File: src/rtl/mflg_pkg.sv
package mflg_pkg;

  localparam int FLOW_W = 28;
  localparam logic [FLOW_W-1:0] FLOW_MAX = {FLOW_W{1'b1}};
  localparam logic [31:0] PUSH_LIMIT = 32'd999999999;

  typedef enum logic [1:0] {
    ST_OK      = 2'd0,
    ST_DROPPED = 2'd1,
    ST_SAME    = 2'd2
  } flow_status_t;

  typedef enum logic [5:0] {
    CMD_IDLE, CMD_ADD0, CMD_ADD1, CMD_ADD2, CMD_ADD3, CMD_CLR, CMD_LCLR, CMD_BSEED,
    CMD_BQPOP, CMD_BQV, CMD_BQV2, CMD_BARC, CMD_BARC2, CMD_BARC3, CMD_CHKT, CMD_CHKT2,
    CMD_CUR, CMD_DV, CMD_DV2, CMD_DSCAN, CMD_DS2, CMD_DS3, CMD_DRET, CMD_DRET2,
    CMD_DRET3, CMD_AM, CMD_AM2, CMD_AM3, CMD_AP, CMD_AP2, CMD_AP3, CMD_AP4, CMD_DONE
  } dp_cmd_t;

  typedef struct packed {
    dp_cmd_t cmd;
    logic    take;
  } dp_ctl_t;

  typedef struct packed {
    logic is_solve;
    logic add_ok;
    logic solve_run;
    logic sweep_end;
    logic cur_end;
    logic q_empty;
    logic a_null;
    logic v_is_t;
    logic lvl_zero;
    logic found;
    logic depth_zero;
    logic k_end;
    logic out_full;
  } dp_stat_t;

endpackage

File: src/rtl/mflg_ctrl.sv
module mflg_ctrl (
  input  logic              clk,
  input  logic              rst_n,
  input  logic              in_valid,
  output logic              in_stall,
  input  mflg_pkg::dp_stat_t st,
  output mflg_pkg::dp_ctl_t  ctl
);

  typedef enum logic [5:0] {
    S_IDLE, S_ADD0, S_ADD1, S_ADD2, S_ADD3, S_CLR, S_LCLR, S_BSEED,
    S_BQPOP, S_BQV, S_BQV2, S_BARC, S_BARC2, S_BARC3, S_CHKT, S_CHKT2,
    S_CUR, S_DV, S_DV2, S_DSCAN, S_DS2, S_DS3, S_DRET, S_DRET2,
    S_DRET3, S_AM, S_AM2, S_AM3, S_AP, S_AP2, S_AP3, S_AP4, S_DONE
  } state_t;

  state_t state_r, state_nxt;
  mflg_pkg::dp_cmd_t cmd_r, cmd_nxt;
  logic take;

  assign in_stall = (state_r != S_IDLE) || st.out_full;
  assign take     = in_valid && !in_stall;
  assign ctl.cmd  = cmd_r;
  assign ctl.take = take;

  always_comb begin
    state_nxt = state_r;
    unique case (state_r)
      S_IDLE: begin
        if (take) begin
          if (!st.is_solve) state_nxt = st.add_ok ? S_ADD0 : S_IDLE;
          else state_nxt = st.solve_run ? S_LCLR : S_DONE;
        end
      end
      S_ADD0:  state_nxt = S_ADD1;
      S_ADD1:  state_nxt = S_ADD2;
      S_ADD2:  state_nxt = S_ADD3;
      S_ADD3:  state_nxt = S_IDLE;
      S_CLR:   state_nxt = st.sweep_end ? S_IDLE : S_CLR;
      S_LCLR:  state_nxt = st.sweep_end ? S_BSEED : S_LCLR;
      S_BSEED: state_nxt = S_BQPOP;
      S_BQPOP: state_nxt = st.q_empty ? S_CHKT : S_BQV;
      S_BQV:   state_nxt = S_BQV2;
      S_BQV2:  state_nxt = S_BARC;
      S_BARC:  state_nxt = st.a_null ? S_BQPOP : S_BARC2;
      S_BARC2: state_nxt = S_BARC3;
      S_BARC3: state_nxt = S_BARC;
      S_CHKT:  state_nxt = S_CHKT2;
      S_CHKT2: state_nxt = st.lvl_zero ? S_DONE : S_CUR;
      S_CUR:   state_nxt = st.cur_end ? S_DV : S_CUR;
      S_DV:    state_nxt = st.v_is_t ? S_AM : S_DV2;
      S_DV2:   state_nxt = S_DSCAN;
      S_DSCAN: state_nxt = st.a_null ? S_DRET : S_DS2;
      S_DS2:   state_nxt = S_DS3;
      S_DS3:   state_nxt = st.found ? S_DV : S_DSCAN;
      S_DRET:  state_nxt = st.depth_zero ? S_LCLR : S_DRET2;
      S_DRET2: state_nxt = S_DRET3;
      S_DRET3: state_nxt = S_DV;
      S_AM:    state_nxt = st.k_end ? S_AP : S_AM2;
      S_AM2:   state_nxt = S_AM3;
      S_AM3:   state_nxt = S_AM;
      S_AP:    state_nxt = st.k_end ? S_DV : S_AP2;
      S_AP2:   state_nxt = S_AP3;
      S_AP3:   state_nxt = S_AP4;
      S_AP4:   state_nxt = S_AP;
      S_DONE:  state_nxt = S_CLR;
      default: state_nxt = S_IDLE;
    endcase
  end

  always_comb begin
    unique case (state_nxt)
      S_IDLE:  cmd_nxt = mflg_pkg::CMD_IDLE;
      S_ADD0:  cmd_nxt = mflg_pkg::CMD_ADD0;
      S_ADD1:  cmd_nxt = mflg_pkg::CMD_ADD1;
      S_ADD2:  cmd_nxt = mflg_pkg::CMD_ADD2;
      S_ADD3:  cmd_nxt = mflg_pkg::CMD_ADD3;
      S_CLR:   cmd_nxt = mflg_pkg::CMD_CLR;
      S_LCLR:  cmd_nxt = mflg_pkg::CMD_LCLR;
      S_BSEED: cmd_nxt = mflg_pkg::CMD_BSEED;
      S_BQPOP: cmd_nxt = mflg_pkg::CMD_BQPOP;
      S_BQV:   cmd_nxt = mflg_pkg::CMD_BQV;
      S_BQV2:  cmd_nxt = mflg_pkg::CMD_BQV2;
      S_BARC:  cmd_nxt = mflg_pkg::CMD_BARC;
      S_BARC2: cmd_nxt = mflg_pkg::CMD_BARC2;
      S_BARC3: cmd_nxt = mflg_pkg::CMD_BARC3;
      S_CHKT:  cmd_nxt = mflg_pkg::CMD_CHKT;
      S_CHKT2: cmd_nxt = mflg_pkg::CMD_CHKT2;
      S_CUR:   cmd_nxt = mflg_pkg::CMD_CUR;
      S_DV:    cmd_nxt = mflg_pkg::CMD_DV;
      S_DV2:   cmd_nxt = mflg_pkg::CMD_DV2;
      S_DSCAN: cmd_nxt = mflg_pkg::CMD_DSCAN;
      S_DS2:   cmd_nxt = mflg_pkg::CMD_DS2;
      S_DS3:   cmd_nxt = mflg_pkg::CMD_DS3;
      S_DRET:  cmd_nxt = mflg_pkg::CMD_DRET;
      S_DRET2: cmd_nxt = mflg_pkg::CMD_DRET2;
      S_DRET3: cmd_nxt = mflg_pkg::CMD_DRET3;
      S_AM:    cmd_nxt = mflg_pkg::CMD_AM;
      S_AM2:   cmd_nxt = mflg_pkg::CMD_AM2;
      S_AM3:   cmd_nxt = mflg_pkg::CMD_AM3;
      S_AP:    cmd_nxt = mflg_pkg::CMD_AP;
      S_AP2:   cmd_nxt = mflg_pkg::CMD_AP2;
      S_AP3:   cmd_nxt = mflg_pkg::CMD_AP3;
      S_AP4:   cmd_nxt = mflg_pkg::CMD_AP4;
      S_DONE:  cmd_nxt = mflg_pkg::CMD_DONE;
      default: cmd_nxt = mflg_pkg::CMD_IDLE;
    endcase
  end

  // reset starts with a sweep that nulls every adjacency head
  always_ff @(posedge clk) begin
    if (!rst_n) begin
      state_r <= S_CLR;
      cmd_r   <= mflg_pkg::CMD_CLR;
    end else begin
      state_r <= state_nxt;
      cmd_r   <= cmd_nxt;
    end
  end

endmodule

File: config.mk
export PLATFORM = sky130hd
export DESIGN_NAME = mflg_ctrl
export DESIGN_NICKNAME = d
export VERILOG_FILES = /design/src/rtl/mflg_pkg.sv /design/src/rtl/mflg_ctrl.sv
export SDC_FILE = /design/constraint.sdc
export NUM_CORES = 1
export LEC_CHECK = 0
export ABC_AREA = 1
export ABC_CLOCK_PERIOD_IN_PS = 2150
export BUFFER_PORTS_ARGS = -buffer_cell sky130_fd_sc_hd__buf_2
export CORE_UTILIZATION = 52
export CTS_BUF_LIST = sky130_fd_sc_hd__clkbuf_8 sky130_fd_sc_hd__clkbuf_16
export CTS_CLUSTER_DIAMETER = 60
export DETAILED_ROUTE_END_ITERATION = 16
export PLACE_DENSITY = 0.75
export SLEW_MARGIN = 10
export SYNTH_ARGS = -nofsm -noshare
export SYNTH_HDL_FRONTEND = slang
export SYNTH_SLANG_ARGS = --single-unit
File: constraint.sdc
create_clock -name clk -period 2.15 [get_ports clk]
set_clock_uncertainty 0.15 [all_clocks]
set_input_delay 0.645 -clock clk [delete_from_list [all_inputs] [get_ports clk]]
set_output_delay 0.645 -clock clk [all_outputs]
set_load 0.02 [all_outputs]
==> flow_summary.ini, run 1 <==
[setup_path]
crit_buf_inv = 1
path_cells = nor2_4 -> nand3_2 -> nor3_4 -> buf_4
critical_path_arrival_ns = 1.28
crit_path_end_kind = primary output
critical_path.slowest_cell = dfxtp_1
critPathKind = reg2out
critPathRequiredTime_ns = 1.35
startpoint_type = flip-flop
slowest_delay_ns = 0.38
worstPathMaxFanout = 6
crit_family = simple AND/OR/NAND/NOR gates

[layout]
regArea_sq_um = 240.2
fillerInstances = 190
nNetsFinal = 212
layout-drive-gt1-share_pct = 26.67
num_antenna_cells = 0
area_delta_synth_final_pct = 21.38
multi_input_area_sq_um = 639.4

[pwr]
leakagePower_nw = 0.6472
p_per_area_nw_per_um2 = 1015
vdd_drop_max_mv = 0.5438

[sta]
worst_slack_ns = 0.07001
setup_viol = 0
rsz0062_at_grt = false
post-route-min-period_ns = 2.080
finalCritPeriodShare_pct = 96.74
tightest_slew_ns = 0.4154
tns_ns = 0
max_freq_ghz = 0.4808
slew_viol_final = 0
slew_headroom_pct = 72.20
hold_violations = 0

[place]
place_hpwl_um = 2256
gp_congestion = 0.9405
place_worst_setup_slack_ns = 0.1391
portBuffers = 23

[synthesis]
synth.distinct_cells = 25
synth_largest_area_cell = dfxtp_1
ys_async_sr_fraction_pct = 0
ys_top_cells_by_area = dfxtp_1, nand2_1, nand3_1
syn-cell-area_sq_um = 994.7
synth.avg_cell_area_sq_um = 5.956
yosys_warnings = 0
synth.net_count = 183
yosysSeqAreaShare_pct = 24.15
synth_edf_count = 0
synth_top_area_share_pct = 24.15
synthFlopType = dfxtp_1
ys_ff_latch = 12
postSynthCellCount = 167

[drt]
drtPass1Iterations = 4
totalWireLength_um = 2856
routedWlPerCell_um = 12.98
vias = 1192
post-route-drc-count = 0
via_per_inst = 5.418
antenna_left = 0
dr.first_iter.drc_count = 59

[global_route]
grt_pass1_wl_um = 4278
grt_pass1_vias = 955
grt_max_degree = 14
grt_overflow = 0
track_usage_pct = 30.25
antenna_found_initial = 0

[cts]
clock_latency_ns = 0.25
cts.root.buffer_cell = clkbuf_8
cts_tree = built
cts_sinks = 12
clk_pin_slew_ns = 0.05
cts_made_buffers = 3
hold_buffers = 0
clockBufferDepth = 2
h-tree-depth = 1

[floorplanning]
ios = 24
fp.coreArea_sq_um = 1764
rows = 15
die_area_sq_um = 2092
fp.dieH_um = 45.74
start_util_pct = 56.38
dieWidth_um = 45.74

[worst_hold_path]
hold_class = in2reg

[run]
maxCapViolCount = 0

[run_status]
outcome = completed
[synth_stat cells, types with 2 or more instances]
cell,count
a21oi_1,5
buf_2,2
buf_4,2
dfxtp_1,12
inv_1,14
inv_2,7
nand2_1,41
nand3_1,24
nand4_1,10
nor2_1,27
nor2_2,4
nor2_4,3
nor3_1,2
o21ai_1,2
o22ai_1,2
[state kept, by name, indices dropped and copies added (netlist names)]
signal,flops
cmd_r,6
state_r,6
[worst reg2reg max path, cell delays in order, from the launching register on]
cell and delay [ns]:
dfxtp_1 0.39, buf_4 0.18, inv_1 0.07, nor2_1 0.33
nand2_1 0.13, nor3_1 0.15, nor2_1 0.08, o21ai_1 0.08
nor2_1 0.07, nor2_1 0.07
[power breakdown]
part           internal, W  switching, W
registers         0.000282     0.0000471
logic             0.000214      0.000436
clock network     0.000162     0.0000845
total             0.000658      0.000567
[stage by stage]
| stage | area, sq um | utilization [%] | cells | hold WS (ns) | power, W |
|---|---|---|---|---|---|
| final | 1207 | 68.44 | 220 | 0.4783 | 0.001225 |
| after global routing | 1207 | 68.44 | 220 | 0.4921 | 0.001299 |
| after CTS | 1205 | 68.30 | 220 | 0.4788 | 0.001215 |
| after detailed placement | 1135 | 64.33 | 214 | 0.5902 | 0.0009413 |
| after global placement | 1135 | 64.33 | 214 | 0.5909 | 0.0009285 |
| after floorplan | 994.7 | - | 167 | 0.4913 | 0.0007769 |
[final timing paths]
kind	to	startpoint	slack [ns]	cells past startpoint
min	state_r[2]	rst_n	0.48	2
max	ctl[0]	state_r[0]	0.07	4
min reg2reg	state_r[3]	state_r[5]	0.61	5
max reg2reg	state_r[4]	state_r[1]	0.38	9
[kinds of logic (layout without fill, tap and decap cells)]
logic type / Yosys count / after routing / share of synthesized area (%)
simple gates: 118 / 118 / 57.86
compound gates: 11 / 11 / 6.415
buf+inv: 26 / 54 / 11.57
flops: 12 / 12 / 24.15
[layer usage]
| layer | share of wire, % | track usage [%] | wire, um | vias up |
|---|---|---|---|---|
| met5 | 0 | 0 | 0 | - |
| met2 | 46 | 46.57 | 1300 | 47 |
| met1 | 43 | 40.14 | 1242 | 526 |
| met3 | 7.1 | 5.952 | 203 | 16 |
| met4 | 3.9 | 14.71 | 110 | 0 |
| li1 | - | - | - | 603 |
[layout by cell type (no fill, tap or decap)]
cell      count
nor2_4        3
nand2_1      41
a21oi_1       5
nor3b_1       1
nand4_1      10
nor3_4        1
inv_2         7
buf_4         7
nor3_2        1
nor3_1        2
nand2_2       1
nand3b_1      1
clkbuf_8      4
buf_2        22
nor2_2        4
o22ai_1       2
o221ai_1      1
nand3_2       1
nand2_4       1
nor2_1       27
o21ai_1       2
nand3_1      24
dfxtp_1      12
inv_1        14
o211ai_1      1
[area by class of cell]
cell class | count | area share [%]
flip-flops and latches | 12 | 19.90
well taps | 25 | 2.591
multi-input cells | 129 | 52.95
clock buffers | 4 | 4.560
repair buffers | 29 | 13.47
inverters | 21 | 6.528
[timing repair]
action / in CTS / in global routing
endpoints found under the setup margin: 1 / 1
pin swaps: 2 / 0
resized for setup: 0 / 1
setup buffers: 2 / 0
No activity file was read; power rests on OpenSTA's default activity.
==> run 2: changes to the inputs <==
--- a/constraint.sdc
+++ b/constraint.sdc
@@ -4,2 +4,2 @@
 set_output_delay 0.645 -clock clk [all_outputs]
-set_load 0.02 [all_outputs]
+set_load 0.01 [all_outputs]
==> flow_summary.ini, run 2 (synthesized netlist as in run 1, its figures left out) <==
[global_route]
track_usage_pct = 30.93
antenna_found_initial = 0
grt_overflow = 0
grt_max_degree = 14
grt_pass1_wl_um = 4512
grt_pass1_vias = 1031

[drt]
drtPass1Iterations = 4
routedWlPerCell_um = 13.06
via_per_inst = 5.619
totalWireLength_um = 2846
vias = 1225
antenna_left = 0
dr.first_iter.drc_count = 61
post-route-drc-count = 0

[cts]
cts_resized = 0
clockBufferDepth = 2
cts_tree = built
h-tree-depth = 1
clock_latency_ns = 0.24
clk_pin_slew_ns = 0.05
cts_sinks = 12
cts_made_buffers = 3
cts.root.buffer_cell = clkbuf_8

[sta]
slew_viol_final = 0
rsz0062_at_grt = false
slew_headroom_pct = 74.51
tns_ns = 0
max_freq_ghz = 0.4822
post-route-min-period_ns = 2.074
setup_viol = 0
finalCritPeriodShare_pct = 96.45
hold_violations = 0
whs_ns = 0.4870
tightest_slew_ns = 0.3810

[layout]
num_antenna_cells = 0
finish.utilization_pct = 67.45
largest_registers = cmd_r x6, state_r x6
final_cell_mix = nand2_1, nor2_1, nand3_1, buf_2, inv_1
fillerInstances = 178
nNetsFinal = 210
final_common_cell = nand2_1
area_delta_synth_final_pct = 19.62
final-instance-count-excl-fill = 218
layout-drive-gt1-share_pct = 25.91

[floorplanning]
start_util_pct = 56.38
dieWidth_um = 45.74
fp.coreArea_sq_um = 1764
ios = 24
die_area_sq_um = 2092
rows = 15
fp.dieH_um = 45.74

[run_status]
outcome = completed

[pwr]
p_per_area_nw_per_um2 = 995.7
switching_share_pct = 46.04
totalPowerFinal_w = 0.001185
vdd_drop_max_mv = 0.7619
p_clk_share_pct = 20.9
power_frac_seq_pct = 29.7
power_frac_comb_pct = 49.4
intPower_w = 0.0006393
p_switching_w = 0.0005455
leakagePower_nw = 0.6373

[setup_path]
critical_path_arrival_ns = 1.28
slowest_delay_ns = 0.41
path_cells = nor2_4 -> nand3_2 -> nor3_4 -> buf_2
worstPathMaxFanout = 7
critical_path.slowest_cell = dfxtp_1
regToRegSetupSlack_ns = 0.37
critPathRequiredTime_ns = 1.35
crit_path_end_kind = primary output
startpoint_type = flip-flop
critPathKind = reg2out

[worst_hold_path]
hold_class = in2reg

[place]
placed_cells = 212
gp_congestion = 0.9696
place_hpwl_um = 2211
portBuffers = 23

[run]
maxCapViolCount = 0
## run 2: changes by cell type in the layout (fill, tap and decap cells not counted)
| cell | previous run | this run |
|---|---|---|
| buf_2 | 22 | 23 |
| buf_4 | 7 | 4 |
## run 2: layout make-up
type | instances | area (sq um) | area share, %
Clock buffer | 4 | 55.05 | 4.627
Tap cell | 25 | 31.28 | 2.629
Multi-Input combinational cell | 129 | 639.4 | 53.73
Timing Repair Buffer | 27 | 145.1 | 12.20
Sequential cell | 12 | 240.2 | 20.19
Inverter | 21 | 78.83 | 6.625
## run 2: timing repair
action / CTS / global route
buffers inserted: 2 / 0
setup endpoints to repair: 2 / 0
hold buffers: 0 / 0
## run 2: metrics by stage
step / cell area, sq um / setup slack, ns
floorplan: 994.7 / 0.3123
global placement: 1120 / 0.2192
detailed placement: 1120 / 0.2006
CTS: 1190 / 0.07693
global route: 1190 / 0.007617
finish: 1190 / 0.07632
## run 2: path summary, 6_finish.rpt
check	from	to	cells past startpoint
worst max-delay path	state_r[3]	ctl[0]	4
worst min-delay path	rst_n	state_r[2]	2
worst max register to register	state_r[3]	state_r[1]	8
worst min register to register	state_r[5]	cmd_r[3]	5
## run 2: power by group through the flow
stage          combinational [W]  sequential, W  clock [W]
3_3_place_gp            0.000531       0.000348          0
2_1_floorplan           0.000405       0.000345          0
4_1_cts                 0.000571       0.000349   0.000248
3_5_place_dp            0.000541       0.000352          0
5_1_grt                 0.000636       0.000362   0.000256
6_report                0.000586       0.000352   0.000247
## run 2: metal layers
| metal | track usage (%) | up-vias | share of wire [%] | wire length [um] |
|---|---|---|---|---|
| li1 | - | 605 | - | - |
| met1 | 41.45 | 542 | 39 | 1117 |
| met2 | 49.71 | 72 | 49 | 1386 |
| met3 | 9.127 | 6 | 11 | 317 |
| met4 | 5.294 | 0 | 0.88 | 25 |
| met5 | 0 | - | 0 | 0 |
## run 2: worst max-delay path, delay by kind of cell, from the launching register on
family	cells	cell delay, ns
and+or+nand+nor	3	0.46
DFF	1	0.41
buffers and inverters	1	0.16
==> run 3: changes to the inputs <==
- CAP_MARGIN: default -> 10
- REMOVE_ABC_BUFFERS: default -> 1
==> flow_summary.ini, run 3 (synthesized netlist as in run 1, its figures left out) <==
[run_status]
outcome = completed

[cts]
cts_resized = 0
cts_sinks = 12
cts_made_buffers = 3
hold_buffers = 0
h-tree-depth = 1
cts.root.buffer_cell = clkbuf_8
cts_tree = built
clk_pin_slew_ns = 0.05
clock_latency_ns = 0.24
cts_setup_buffers = 2
clockBufferDepth = 2

[place]
gp_congestion = 0.9943
portBuffers = 23
place_area_sq_um = 1120
place_hpwl_um = 2111

[floorplanning]
dieWidth_um = 45.74
die_area_sq_um = 2092
rows = 15
fp.coreArea_sq_um = 1764
ios = 24
fp.dieH_um = 45.74
start_util_pct = 56.38

[layout]
post-route-cell-area_sq_um = 1190
layout-drive-gt1-share_pct = 25.91
nNetsFinal = 210
num_antenna_cells = 0
finish.utilization_pct = 67.45
final_common_cell = nand2_1
area_delta_synth_final_pct = 19.62
largest_registers = cmd_r x6, state_r x6
final_cell_mix = nand2_1, nor2_1, nand3_1, buf_2, inv_1

[sta]
finalCritPeriodShare_pct = 95.05
hold_violations = 0
post-route-min-period_ns = 2.044
tns_ns = 0
tightest_slew_ns = 0.3599
slew_headroom_pct = 75.82
setup_viol = 0
slew_viol_final = 0
rsz0062_at_grt = false
max_freq_ghz = 0.4893

[pwr]
vdd_drop_max_mv = 0.8299
leakagePower_nw = 0.6374
p_per_area_nw_per_um2 = 974.1

[worst_hold_path]
hold_class = in2reg

[run]
maxCapViolCount = 0

[global_route]
antenna_found_initial = 0
grt_pass1_wl_um = 4347
grt_overflow = 0
grt_pass1_vias = 1027
grt_max_degree = 14
track_usage_pct = 29.38

[drt]
dr.first_iter.drc_count = 62
via_per_inst = 5.463
totalWireLength_um = 2631
drtPass1Iterations = 4
antenna_left = 0
routedWlPerCell_um = 12.07
vias = 1191
post-route-drc-count = 0

[setup_path]
crit_path_end_kind = primary output
worstPathMaxFanout = 4
critical_path.slowest_cell = dfxtp_1
critical_path_arrival_ns = 1.25
startpoint_type = flip-flop
critPathKind = reg2out
path_cells = nor2_2 -> nand3_2 -> nor3_4 -> buf_2
critPathRequiredTime_ns = 1.35
slowest_delay_ns = 0.35
## run 3: power breakdown
part / leakage [nW] / internal (W) / switching, W
Combinational: 0.510 / 0.000192 / 0.000373
Sequential: 0.0986 / 0.000282 / 0.0000694
Clock: 0.0288 / 0.000162 / 0.0000808
Total: 0.637 / 0.000636 / 0.000523
## run 3: layout make-up
class	instances	area, sq um
Timing Repair Buffer	27	145.1
Fill cell	169	574.3
Clock buffer	4	55.05
Tap cell	25	31.28
Inverter	21	78.83
Multi-Input combinational cell	129	639.4
Sequential cell	12	240.2
## run 3: critical path, delay by kind of cell (launching register included)
kind | cells | cell delay [ns]
simple gates | 3 | 0.49
flops | 1 | 0.35
buf+inv | 1 | 0.16
## run 3: path summary, 6_finish.rpt
kind / start / endpoint / slack [ns] / cells past startpoint
max: state_r[4] / ctl[0] / 0.11 / 4
min: rst_n / cmd_r[2] / 0.48 / 2
max reg2reg: state_r[4] / state_r[3] / 0.37 / 8
min reg2reg: state_r[5] / cmd_r[2] / 0.64 / 5
## run 3: per-layer routing
metal  GRT usage, %  vias up  routed length, um
met5              0        -                  0
li1               -      598                  -
met3          7.143        8                269
met4          12.94        0                 82
met1          40.00      514               1100
met2          43.71       71               1179
## run 3: metrics by stage
| stage | total power, W | std cells | hold slack (ns) | setup slack [ns] |
|---|---|---|---|---|
| CTS | 0.001156 | 218 | 0.4762 | 0.1056 |
| global placement | 0.0008772 | 212 | 0.6054 | 0.2209 |
| floorplan | 0.0007232 | 162 | 0.4913 | 0.3083 |
| detailed placement | 0.0008831 | 212 | 0.6172 | 0.2015 |
| finish | 0.001159 | 218 | 0.4785 | 0.1063 |
| global route | 0.001245 | 218 | 0.4867 | 0.03663 |
